--- src/design/pts_pkg.sv ---
// Package for the priority task scheduler: sizes, action and status codes,
// request and result types, and the ready-set priority encoder.
// No dependencies.
package pts_pkg;

    localparam int NUM_TASK_PRIOS = 16;
    localparam int MAX_USER_TASKS = 8;
    localparam int PRIO_W         = $clog2(NUM_TASK_PRIOS);
    localparam int TICKS_W        = 16;
    localparam int MADE_W         = $clog2(MAX_USER_TASKS + 2);
    localparam int ISR_W          = 8;
    localparam int CNT_W          = 32;
    localparam logic [PRIO_W-1:0] IDLE_TASK = PRIO_W'(NUM_TASK_PRIOS - 1);
    localparam logic [ISR_W-1:0]  ISR_MAX   = '1;

    typedef enum logic [2:0] {
        ACT_START  = 3'd0,
        ACT_CREATE = 3'd1,
        ACT_DELAY  = 3'd2,
        ACT_BLOCK  = 3'd3,
        ACT_WAKE   = 3'd4,
        ACT_TICK   = 3'd5,
        ACT_ISR_IN = 3'd6,
        ACT_ISR_OUT = 3'd7
    } t_action;

    typedef enum logic [2:0] {
        ST_OK      = 3'd0,
        ST_IN_USE  = 3'd1,
        ST_FULL    = 3'd2,
        ST_NO_USER = 3'd3,
        ST_INVALID = 3'd4
    } t_status;

    typedef struct packed {
        t_action             action;
        logic [PRIO_W-1:0]   task_priority;
        logic [TICKS_W-1:0]  delay_ticks;
    } t_req;

    typedef struct packed {
        logic [PRIO_W-1:0]         current_task;
        logic                      switched;
        t_status                   status;
        logic [NUM_TASK_PRIOS-1:0] ready_set;
    } t_result;

    typedef struct packed {
        logic               tick;
        logic               load;
        logic [PRIO_W-1:0]  load_idx;
        logic [TICKS_W-1:0] load_val;
    } t_cnt_cmd;

    function automatic logic [PRIO_W-1:0] first_ready(input logic [NUM_TASK_PRIOS-1:0] mask);
        logic [PRIO_W-1:0] sel;
        sel = IDLE_TASK;
        for (int p = NUM_TASK_PRIOS - 1; p >= 0; p--) begin
            if (mask[p]) begin
                sel = PRIO_W'(p);
            end
        end
        return sel;
    endfunction

endpackage

--- src/design/pts_countdown.sv ---
// Per-task delay countdown lanes of the priority task scheduler.
// Depends on pts_pkg for sizes and the command struct.
module pts_countdown (
    input  logic                               i_clk,
    input  logic                               i_rst_n,
    input  pts_pkg::t_cnt_cmd                  i_cmd,
    input  logic [pts_pkg::NUM_TASK_PRIOS-1:0] i_delayed,
    output logic [pts_pkg::NUM_TASK_PRIOS-1:0] o_expire
);

    logic [pts_pkg::TICKS_W-1:0] r_left [pts_pkg::NUM_TASK_PRIOS];

    for (genvar p = 0; p < pts_pkg::NUM_TASK_PRIOS; p++) begin : g_lane
        logic active;
        assign active      = i_cmd.tick && i_delayed[p] && (r_left[p] != '0);
        assign o_expire[p] = i_delayed[p] && (r_left[p] == pts_pkg::TICKS_W'(1));

        always_ff @(posedge i_clk) begin
            if (!i_rst_n) begin
                r_left[p] <= '0;
            end else if (i_cmd.load && (i_cmd.load_idx == pts_pkg::PRIO_W'(p))) begin
                r_left[p] <= i_cmd.load_val;
            end else if (active) begin
                r_left[p] <= r_left[p] - pts_pkg::TICKS_W'(1);
            end
        end
    end

endmodule

--- src/design/priority_task_scheduler_unit.sv ---
// Top level of the priority task scheduler.
// Depends on pts_pkg and pts_countdown.
//
// Usage: a request (action, task priority, delay ticks) is taken at a rising
// edge where start is high and busy is low. busy stays low, so a request may
// be given in every cycle. The request is registered, then the whole action
// is worked out combinationally from the task masks, the countdown lanes and
// the ready-set priority encoder, and the result is registered. The result
// is on o_result with o_valid high for one cycle, after the request has
// passed the request register and the result register. Throughput: one
// request per cycle. Results come out in request order, one per request.
// The receiver cannot stall; a result not taken in its cycle is gone.
// Reset (synchronous, active low) drops any request in flight, leaves only
// the idle task present and ready, clears all delays, the ISR depth and the
// switch and tick counters, and marks the kernel as not started with no task running.
module priority_task_scheduler_unit (
    input  logic             i_clk,
    input  logic             i_rst_n,
    input  logic             start,
    output logic             busy,
    input  pts_pkg::t_req    i_req,
    output logic             o_valid,
    output pts_pkg::t_result o_result
);

    localparam int N = pts_pkg::NUM_TASK_PRIOS;

    logic                         r_req_valid;
    pts_pkg::t_req                r_req;
    logic [N-1:0]                 r_present, n_present;
    logic [N-1:0]                 r_ready, n_ready;
    logic [N-1:0]                 r_delayed, n_delayed;
    logic [pts_pkg::PRIO_W-1:0]   r_running, n_running;
    logic                         r_running_valid, n_running_valid;
    logic                         r_started, n_started;
    logic [pts_pkg::ISR_W-1:0]    r_isr_depth, n_isr_depth;
    logic [pts_pkg::MADE_W-1:0]   r_tasks_made, n_tasks_made;
    logic [pts_pkg::CNT_W-1:0]    r_switch_count, n_switch_count;
    logic [pts_pkg::CNT_W-1:0]    r_tick_count, n_tick_count;
    logic                         r_valid;
    pts_pkg::t_result             r_result, n_result;

    pts_pkg::t_cnt_cmd            cnt_cmd;
    logic [N-1:0]                 expire;
    logic [N-1:0]                 prio_bit;
    logic [N-1:0]                 run_bit;
    logic                         do_sched;
    logic                         sw;
    logic [pts_pkg::PRIO_W-1:0]   pick;
    pts_pkg::t_status             status;

    assign busy = 1'b0;

    pts_countdown u_countdown (
        .i_clk     (i_clk),
        .i_rst_n   (i_rst_n),
        .i_cmd     (cnt_cmd),
        .i_delayed (r_delayed),
        .o_expire  (expire)
    );

    assign prio_bit = N'(1) << r_req.task_priority;
    assign run_bit  = N'(1) << r_running;

    always_comb begin
        n_present       = r_present;
        n_ready         = r_ready;
        n_delayed       = r_delayed;
        n_running       = r_running;
        n_running_valid = r_running_valid;
        n_started       = r_started;
        n_isr_depth     = r_isr_depth;
        n_tasks_made    = r_tasks_made;
        n_switch_count  = r_switch_count;
        n_tick_count    = r_tick_count;
        cnt_cmd         = '0;
        do_sched        = 1'b0;
        sw              = 1'b0;
        status          = pts_pkg::ST_OK;

        if (r_req_valid) begin
            case (r_req.action)
                pts_pkg::ACT_START: begin
                    if (r_started) begin
                        status = pts_pkg::ST_INVALID;
                    end else if (r_tasks_made <= pts_pkg::MADE_W'(1)) begin
                        status = pts_pkg::ST_NO_USER;
                    end else begin
                        n_started = 1'b1;
                        do_sched  = 1'b1;
                    end
                end
                pts_pkg::ACT_CREATE: begin
                    if ((r_present & prio_bit) != '0) begin
                        status = pts_pkg::ST_IN_USE;
                    end else if (r_tasks_made > pts_pkg::MADE_W'(pts_pkg::MAX_USER_TASKS)) begin
                        status = pts_pkg::ST_FULL;
                    end else begin
                        n_tasks_made     = r_tasks_made + pts_pkg::MADE_W'(1);
                        n_present        = r_present | prio_bit;
                        n_ready          = r_ready | prio_bit;
                        n_delayed        = r_delayed & ~prio_bit;
                        cnt_cmd.load     = 1'b1;
                        cnt_cmd.load_idx = r_req.task_priority;
                        do_sched         = r_started && (r_isr_depth == '0);
                    end
                end
                pts_pkg::ACT_DELAY, pts_pkg::ACT_BLOCK: begin
                    if ((r_req.action == pts_pkg::ACT_DELAY) && (r_req.delay_ticks == '0)) begin
                        status = pts_pkg::ST_OK;
                    end else if (!r_started || !r_running_valid || (r_isr_depth != '0)
                                 || (r_running >= pts_pkg::IDLE_TASK)) begin
                        status = pts_pkg::ST_INVALID;
                    end else begin
                        n_ready = r_ready & ~run_bit;
                        if (r_req.action == pts_pkg::ACT_DELAY) begin
                            n_delayed        = r_delayed | run_bit;
                            cnt_cmd.load     = 1'b1;
                            cnt_cmd.load_idx = r_running;
                            cnt_cmd.load_val = r_req.delay_ticks;
                        end
                        do_sched = 1'b1;
                    end
                end
                pts_pkg::ACT_WAKE: begin
                    if ((r_present & prio_bit) == '0) begin
                        status = pts_pkg::ST_INVALID;
                    end else if ((r_ready & prio_bit) == '0) begin
                        n_ready          = r_ready | prio_bit;
                        n_delayed        = r_delayed & ~prio_bit;
                        cnt_cmd.load     = 1'b1;
                        cnt_cmd.load_idx = r_req.task_priority;
                        do_sched         = r_started && (r_isr_depth == '0);
                    end
                end
                pts_pkg::ACT_TICK: begin
                    n_tick_count = r_tick_count + pts_pkg::CNT_W'(1);
                    cnt_cmd.tick = 1'b1;
                    n_ready      = r_ready | expire;
                    n_delayed    = r_delayed & ~expire;
                end
                pts_pkg::ACT_ISR_IN: begin
                    if (r_isr_depth == pts_pkg::ISR_MAX) begin
                        status = pts_pkg::ST_INVALID;
                    end else begin
                        n_isr_depth = r_isr_depth + pts_pkg::ISR_W'(1);
                    end
                end
                pts_pkg::ACT_ISR_OUT: begin
                    if (r_isr_depth == '0) begin
                        status = pts_pkg::ST_INVALID;
                    end else begin
                        n_isr_depth = r_isr_depth - pts_pkg::ISR_W'(1);
                        do_sched    = r_started && (r_isr_depth == pts_pkg::ISR_W'(1));
                    end
                end
                default: begin
                    status = pts_pkg::ST_INVALID;
                end
            endcase
        end

        pick = pts_pkg::first_ready(n_ready);
        if (do_sched && (!r_running_valid || (pick != r_running))) begin
            n_running       = pick;
            n_running_valid = 1'b1;
            n_switch_count  = r_switch_count + pts_pkg::CNT_W'(1);
            sw              = 1'b1;
        end

        n_result.current_task = n_running;
        n_result.switched     = sw;
        n_result.status       = status;
        n_result.ready_set    = n_ready;
    end

    always_ff @(posedge i_clk) begin
        if (!i_rst_n) begin
            r_req_valid     <= 1'b0;
            r_present       <= N'(1) << pts_pkg::IDLE_TASK;
            r_ready         <= N'(1) << pts_pkg::IDLE_TASK;
            r_delayed       <= '0;
            r_running       <= '0;
            r_running_valid <= 1'b0;
            r_started       <= 1'b0;
            r_isr_depth     <= '0;
            r_tasks_made    <= pts_pkg::MADE_W'(1);
            r_switch_count  <= '0;
            r_tick_count    <= '0;
            r_valid         <= 1'b0;
        end else begin
            r_req_valid     <= start && !busy;
            r_present       <= n_present;
            r_ready         <= n_ready;
            r_delayed       <= n_delayed;
            r_running       <= n_running;
            r_running_valid <= n_running_valid;
            r_started       <= n_started;
            r_isr_depth     <= n_isr_depth;
            r_tasks_made    <= n_tasks_made;
            r_switch_count  <= n_switch_count;
            r_tick_count    <= n_tick_count;
            r_valid         <= r_req_valid;
        end
    end

    always_ff @(posedge i_clk) begin
        if (start && !busy) begin
            r_req <= i_req;
        end
        if (r_req_valid) begin
            r_result <= n_result;
        end
    end

    assign o_valid  = r_valid;
    assign o_result = r_result;

endmodule

--- config.mk ---
export PLATFORM = sky130hd
export DESIGN_NAME = priority_task_scheduler_unit
export DESIGN_NICKNAME = d
export VERILOG_FILES = /design/src/design/pts_pkg.sv /design/src/design/pts_countdown.sv /design/src/design/priority_task_scheduler_unit.sv
export SDC_FILE = /design/constraint.sdc
export NUM_CORES = 1
export LEC_CHECK = 0
export ABC_CLOCK_PERIOD_IN_PS = 7700
export BUFFER_PORTS_ARGS = -buffer_cell sky130_fd_sc_hd__buf_4
export CAP_MARGIN = 20
export CORE_ASPECT_RATIO = 0.6
export CORE_MARGIN = 3
export CORE_UTILIZATION = 36
export CTS_BUF_LIST = sky130_fd_sc_hd__clkbuf_16
export DETAILED_ROUTE_END_ITERATION = 7
export PLACE_DENSITY = 0.5
export SYNTH_ARGS = -nofsm -noshare
export SYNTH_HDL_FRONTEND = slang
export SYNTH_SLANG_ARGS = --single-unit
--- constraint.sdc ---
create_clock -name i_clk -period 7.7 [get_ports i_clk]
set_clock_uncertainty 0.1 [all_clocks]
set_input_delay 1.155 -clock i_clk [delete_from_list [all_inputs] [get_ports i_clk]]
set_output_delay 1.155 -clock i_clk [all_outputs]
set_load 0.01 [all_outputs]
Word-level counts from Yosys, hierarchy flattened --
Memories as Yosys holds them, arrays and structs flattened. Cells that the tools add are included.
Storage, ports and cells: register bits after elaboration 115, memory bits (writable) 256, input port bits 26, output and inout bits 26, word-level logic and storage cells 457, memories 1
Memories:
- u_countdown.r_left | depth 16, width 16, read ports 16, clocked after memory_dff 0, wr ports 16, RTL line pts_countdown.sv:11 | logic [pts_pkg::TICKS_W-1:0] r_left [pts_pkg::NUM_TASK_PRIOS];
Cells by class: add/subtract/negate cells 19, $lt $le $gt $ge 3, eq/ne operators 50, shift operators 2, multiplexer cells 214, bitwise gates (word level) 46, reduce and logical (&&, ||, !) cells 105
Operator list (number):
- $mux 16 | 47
- $reduce_bool 16->1 | 17
- $eq 16x1->1 const B | 16
- $sub 16x1->16 const B | 16
- $pmux 16 s4 | 2
- $mux 1 | 127
- $and 16x16->16 | 5
- $logic_and 1x1->1 | 68
- $or 16x16->16 | 4
- $mux 21 | 3
- $mux 4 | 15
- $logic_not 16->1 | 3
- $not 16->16 | 3
- $eq 4x4->1 const B | 8
- $or 1x1->1 | 32
- $shl 1x4->16 const A | 2
- $mux 22 | 1
- $mux 3 | 7
- $mux 5 | 4
- $ne 2x2->1 const B | 9
- $pmux 3 s6 | 1
- $eq 4x3->1 const B | 4
- $mux 8 | 2
- $pmux 8 s2 | 1
- 30 further kinds | 42

Depth between registers and ports, before layout --
depth in word-level cells 27, depth in mapped cells 17, gate-level depth less buffers 15

Cells and area by module --
A second synthesis with hierarchy kept.
Unflattened totals: cells, all modules 2372, area, all modules 21927.3 µm²
Modules (own cells, without submodules):
- pts_countdown | times used 1, cells each 1651, area each 15652.5 µm², seq. area each 7687.4 µm²
- priority_task_scheduler_unit | times used 1, cells each 721, area each 6274.8 µm², seq. area each 2772.7 µm²

Worst setup path after synthesis --
OpenSTA, ideal clock, no wires.
path type register to register, start point register r_req[18] (netlist bit), end point register r_result (netlist bit o_result[23]) (data pin), setup time 265 ps, arrival 3575 ps, required time 7335 ps, slack 3759 ps, cell stages (with the launch flop) 15, buffers on the path 2, clock period less this slack 3941 ps, cells stage by stage edfxtp_1 > or3b_1 > a211oi_2 > a311oi_1 > and3_4 > buf_6 > a22o_1 > buf_6 > a221oi_4 > nor2_2 > or4_4 > a41o_1 > a31o_1 > and4_4 > or3_1
Between the ends: elaborated cells on any way between the ends 37, those cells by class eq/ne (1); shift (1); mux (27); bitwise (3); reduce/logical (5)
RTL lines:
- start: declaration | RTL line priority_task_scheduler_unit.sv:29 | pts_pkg::t_req r_req;
- start signal: assignment | RTL line priority_task_scheduler_unit.sv:209 | r_req <= i_req;
- $shl 1x4->16 (*) | RTL line priority_task_scheduler_unit.sv:62 | assign prio_bit = N'(1) << r_req.task_priority;
- $and 16x16->16 | RTL line priority_task_scheduler_unit.sv:128 | end else if ((r_ready & prio_bit) == '0) begin
- $logic_not 16->1 | RTL line priority_task_scheduler_unit.sv:128
- $mux 16 | RTL line priority_task_scheduler_unit.sv:128
- $mux 16 | RTL line priority_task_scheduler_unit.sv:126 | if ((r_present & prio_bit) == '0) begin
- $pmux 16 s4 (*) | RTL line priority_task_scheduler_unit.sv:82 | case (r_req.action)
- $mux 16 (*) | RTL line priority_task_scheduler_unit.sv:81 | if (r_req_valid) begin
- named net n_ready[10] | RTL line priority_task_scheduler_unit.sv:31 | logic [N-1:0] r_ready, n_ready;
- $mux 4 (*) (11 in series) | RTL line pts_pkg.sv:59 | if (mask[p]) begin
- $ne 4x4->1 | RTL line priority_task_scheduler_unit.sv:164 | if (do_sched && (!r_running_valid || (pick != r_running))) begin
- $logic_or 1x1->1 | RTL line priority_task_scheduler_unit.sv:164
- $logic_and 1x1->1 | RTL line priority_task_scheduler_unit.sv:164
- $mux 4 (*) | RTL line priority_task_scheduler_unit.sv:164
- named net n_running, one bit | RTL line priority_task_scheduler_unit.sv:33 | logic [pts_pkg::PRIO_W-1:0] r_running, n_running;
- end signal: assignment | RTL line priority_task_scheduler_unit.sv:212 | r_result <= n_result;
- end: declaration | RTL line priority_task_scheduler_unit.sv:41 | pts_pkg::t_result r_result, n_result;
Mark *: on every way through the listed nets, which the timed path passes. The rest lies on a longest branch. A chain may end at the register's enable or synchronous reset.

==> summary by stage <==
Outcome
The run finished with clean final reports.

Worst setup path
The logic depth of the worst register-to-register path is 9. The category of the critical setup timing path is reg -> reg. Across all register-to-register paths, the minimum setup slack is 1530 ps. The worst register-to-register path begins at r_req[16]$_DFFE_PP_. The capture instance of the worst register-to-register path is u_countdown.r_left[1][9]$_SDFFCE_PN0P_. For the worst setup path, the data required time is 7770 ps. STA classifies the critical path endpoint as a flop. The largest fanout on the critical path is 22. STA puts the critical path data arrival time at 6240 ps. The worst setup path is launched from a flop.

Synthesis
The average instance in the mapped netlist occupies 10.2 um2. The total of flip-flops plus latches after synthesis is 371. The largest area contributor in the synthesized netlist is sky130_fd_sc_hd__edfxtp_1. The number of warnings reported in the yosys synthesis log is 0. In the synthesized netlist the dominant register cell turns out to be sky130_fd_sc_hd__edfxtp_1. The synthesized netlist cell count is 2004. By area the synthesized netlist is led by sky130_fd_sc_hd__edfxtp_1, sky130_fd_sc_hd__o22ai_1, sky130_fd_sc_hd__xnor2_1. After synthesis, the netlist uses 82 different library cells. Counting flops with an async set or reset pin after synthesis yields a share of 0%. The fraction of post-synthesis cell area in the top cell type by area is 44.4%.

The fraction of the yosys area taken by sequential cells is 51.1%. The synthesized netlist net count is 2072. The area of the mapped netlist is 20500 um2.

In this run, synthesis inferred 303 flip-flops with an integrated enable.

Placement
After detailed placement, the design holds a cell count of 2737. At the placement stage, the worst setup path has a slack of 1770 ps. The total half-perimeter wirelength after legalization and detailed placement is 42.7 mm.

The count of input and output buffers is 50. The congestion estimate from routability-driven global placement came to 0.936.

Die
The x dimension of the die is 314 um. From bottom edge to top edge, the die measures 191 um. The core region is 56000 um2. 52 I/O pins were placed. The total die area is 59900 um2. In this run the core area contains 67 standard-cell rows. The initial utilization of the core area, before any placement, comes to 36.6%.

STA
After layout, the minimum clock period comes to 6170 ps. The number of hold-slack violations in the final timing report was 0. Static timing analysis puts the maximum clock frequency at 162 MHz. Setup slack on the critical path of the routed design comes to 1530 ps. At the pin with the least slew margin, the transition time is 1110 ps.

The final setup TNS is 0 ps. In the finished design, the share of the clock period the worst path needs comes to 80.2%. The count of endpoints failing setup in the final report is 0.

Setup repair after global routing left no endpoint under its margin. The final count of pins violating max slew is 0. Measured against its own limit, the worst slew margin works out to 25.9%.

Cells and area
The fill cell instance count of the final layout is 5465. The sequential cells in the finished layout cover a total of 10500 um2. Leaving out fill and tap cells, the most frequent cell in the layout is sky130_fd_sc_hd__edfxtp_1. The fraction of layout instances using a drive strength above 1 is 7.96%. 0 antenna diodes ended up in the layout.

In the layout the commonest cells are sky130_fd_sc_hd__edfxtp_1, sky130_fd_sc_hd__o22ai_1, sky130_fd_sc_hd__nor2_1. The final layout contains 2087 nets. After the flow finishes, the layout carries non-filler instances totaling 2807. The utilization of the core after routing is 40.8%. The multi-input combinational cells in the finished layout cover a total of 9340 um2. From synthesis to final layout, the design area changed by 11.6%.

Global route
The remaining global-route overflow is 0. The number of global-route vias before repair is 15.0k. The first global-routing pass estimated 96.1 mm of wire. Across every metal layer, demand over resource in global routing totals 20.9%.

The initial antenna violation count was 0. Entering global routing, the biggest net connects 61 pins.

Clock network
The number of buffers added by the clock tree synthesis step is 38. The post-CTS setup buffer count is 0. The source-to-sink clock delay at the later pin of the worst-skew pair is 560 ps. TritonCTS built the clock tree.

The clock net in this run drives a total of 371 sinks. The H-tree depth is 2. The tree is rooted in a sky130_fd_sc_hd__clkbuf_16. The clock transition at the registers of the reported paths is 60 ps.

Buffers inserted to repair hold after CTS numbered 0. The number of cells upsized or downsized after cts is 0. No sink is reached through more buffers than the 3 on the longest clock path.

Worst hold path
Along the worst hold path, the cell count comes to 1. The path with the worst hold slack has its endpoint at r_present[15]$_SDFFE_PN1P_. In this run the most critical hold path is launched from r_present[15]$_SDFFE_PN1P_.

The worst hold path class is reg -> reg.

Power and ir drop
The overall power is 4.41 mW. The worst-case vdd ir drop is 0.000126 V. The static leakage is 7.36 nW.

In this run the power density over the cells is 193 nW/um2.

Detailed routing
Dividing the detail-routed wire length by the instance count gives 22.9 um. After detailed routing, the number of remaining DRC violations is 0. The routed design has 64.3 mm of wire. The detail route stage leaves a number of antenna-violating nets equal to 0.

Before antenna repair, the detailed router went through 5 iterations. The total via count in the routed design is 16.4k. The number of violations reported at the end of detailed-routing iteration 0 is 2132. After detailed routing, the number of vias per cell comes to 5.83.

Flow run
The count of maximum capacitance violations is 0.
synth_stat cells (5+ instances only):
library cell and n:
sky130_fd_sc_hd__nor2b_1 26, sky130_fd_sc_hd__and2_1 26, sky130_fd_sc_hd__o21ai_0 36, sky130_fd_sc_hd__nor3_1 71
sky130_fd_sc_hd__or2_2 9, sky130_fd_sc_hd__o21ai_1 5, sky130_fd_sc_hd__nor4_1 69, sky130_fd_sc_hd__a31oi_1 33
sky130_fd_sc_hd__clkbuf_1 94, sky130_fd_sc_hd__nor2_1 165, sky130_fd_sc_hd__nand3_1 76, sky130_fd_sc_hd__or3_1 27
sky130_fd_sc_hd__and4_1 8, sky130_fd_sc_hd__a21oi_1 59, sky130_fd_sc_hd__or4_1 21, sky130_fd_sc_hd__nand2_1 129
sky130_fd_sc_hd__nand4b_1 7, sky130_fd_sc_hd__buf_2 8, sky130_fd_sc_hd__nand3b_1 17, sky130_fd_sc_hd__and3_1 24
sky130_fd_sc_hd__edfxtp_1 303, sky130_fd_sc_hd__dfxtp_1 68, sky130_fd_sc_hd__inv_1 58, sky130_fd_sc_hd__nand4_1 12
sky130_fd_sc_hd__o22ai_1 241, sky130_fd_sc_hd__xnor2_1 157, sky130_fd_sc_hd__a211o_1 6, sky130_fd_sc_hd__xor2_1 69
sky130_fd_sc_hd__a22oi_1 8, sky130_fd_sc_hd__ha_1 42, sky130_fd_sc_hd__mux2i_1 8, sky130_fd_sc_hd__o211ai_1 8
sky130_fd_sc_hd__o31a_1 7, sky130_fd_sc_hd__nand2b_1 22
per-layer routing:
metal / GRT usage, % / part of all wire [%]
met1: 33.2 / 50
met2: 28.0 / 39
met3: 5.10 / 9.2
met4: 4.19 / 1.9
met5: 0 / 0
worst max-delay path, stage by stage (launching register included):
cell and delay [ps]:
sky130_fd_sc_hd__edfxtp_1 900, sky130_fd_sc_hd__nor2b_1 430, sky130_fd_sc_hd__and3_1 290, sky130_fd_sc_hd__nor4_1 380, sky130_fd_sc_hd__and3_1 260, sky130_fd_sc_hd__a22o_1 730
sky130_fd_sc_hd__o21ai_0 260, sky130_fd_sc_hd__nor3_1 780, sky130_fd_sc_hd__nand2_1 760, sky130_fd_sc_hd__nand3_1 870
power by group:
group          internal (mW)  switching (mW)  total [mW]  leakage [nW]
sequential              2.23          0.0759        2.31          3.64
clock                  0.994           0.825        1.82         0.602
combinational          0.106           0.173       0.278          3.12
total                   3.33            1.07        4.41          7.36
sequential cells by signal, summed over array words and instances, names as in the netlist:
name	cells
r_isr_depth	8
r_req_valid	1
r_running_valid	1
r_running	4
r_started	1
r_delayed	16
r_req	23
r_present	16
r_tasks_made	4
o_valid	1
r_ready	16
u_countdown.r_left	256
o_result	24
stage by stage:
| stage | area [um2] | hold WS (ps) |
|---|---|---|
| 2_1_floorplan | 20500 | 317 |
| 5_1_grt | 22900 | 397 |
| 6_report | 22900 | 350 |
| 3_3_place_gp | 21600 | 341 |
| 4_1_cts | 22800 | 354 |
| 3_5_place_dp | 21700 | 341 |
worst max-delay path by stage:
stage                        startpoint  slack (ps)  depth (start not counted)                                      end
floorplan           r_req[18]$_DFFE_PP_        3760                         14                   o_result[23]$_DFFE_PP_
global placement    r_req[16]$_DFFE_PP_        1970                          9  u_countdown.r_left[1][10]$_SDFFCE_PN0P_
detailed placement  r_req[16]$_DFFE_PP_        1770                          9   u_countdown.r_left[1][9]$_SDFFCE_PN0P_
CTS                 r_req[16]$_DFFE_PP_        1750                          9   u_countdown.r_left[1][9]$_SDFFCE_PN0P_
global route        r_req[16]$_DFFE_PP_        1290                          9   u_countdown.r_left[1][8]$_SDFFCE_PN0P_
finish              r_req[16]$_DFFE_PP_        1530                          9   u_countdown.r_left[1][9]$_SDFFCE_PN0P_
cell type report:
cell class                      count  area share [%]
Clock inverter                     28           0.695
Multi-Input combinational cell   1463            40.9
Clock buffer                       41            4.49
Timing Repair Buffer               87            3.06
Inverter                           58           0.953
Sequential cell                   371            45.8
Tap cell                          759            4.16
logic make-up (layout without fill, tap and decap cells):
logic type	after synthesis	after routing	synth area share, %
AOI/OAI and AO/OA	457	457	14.4
xor gates and xnor gates	226	226	9.66
muxes	10	10	0.519
buffers and inverters	170	214	3.35
other	1	1	0.0183
adders and majority gates	42	42	2.57
DFF	371	371	51.1
and+or+nand+nor	727	727	18.4
Note: power is estimated with default switching activity, not from simulation.
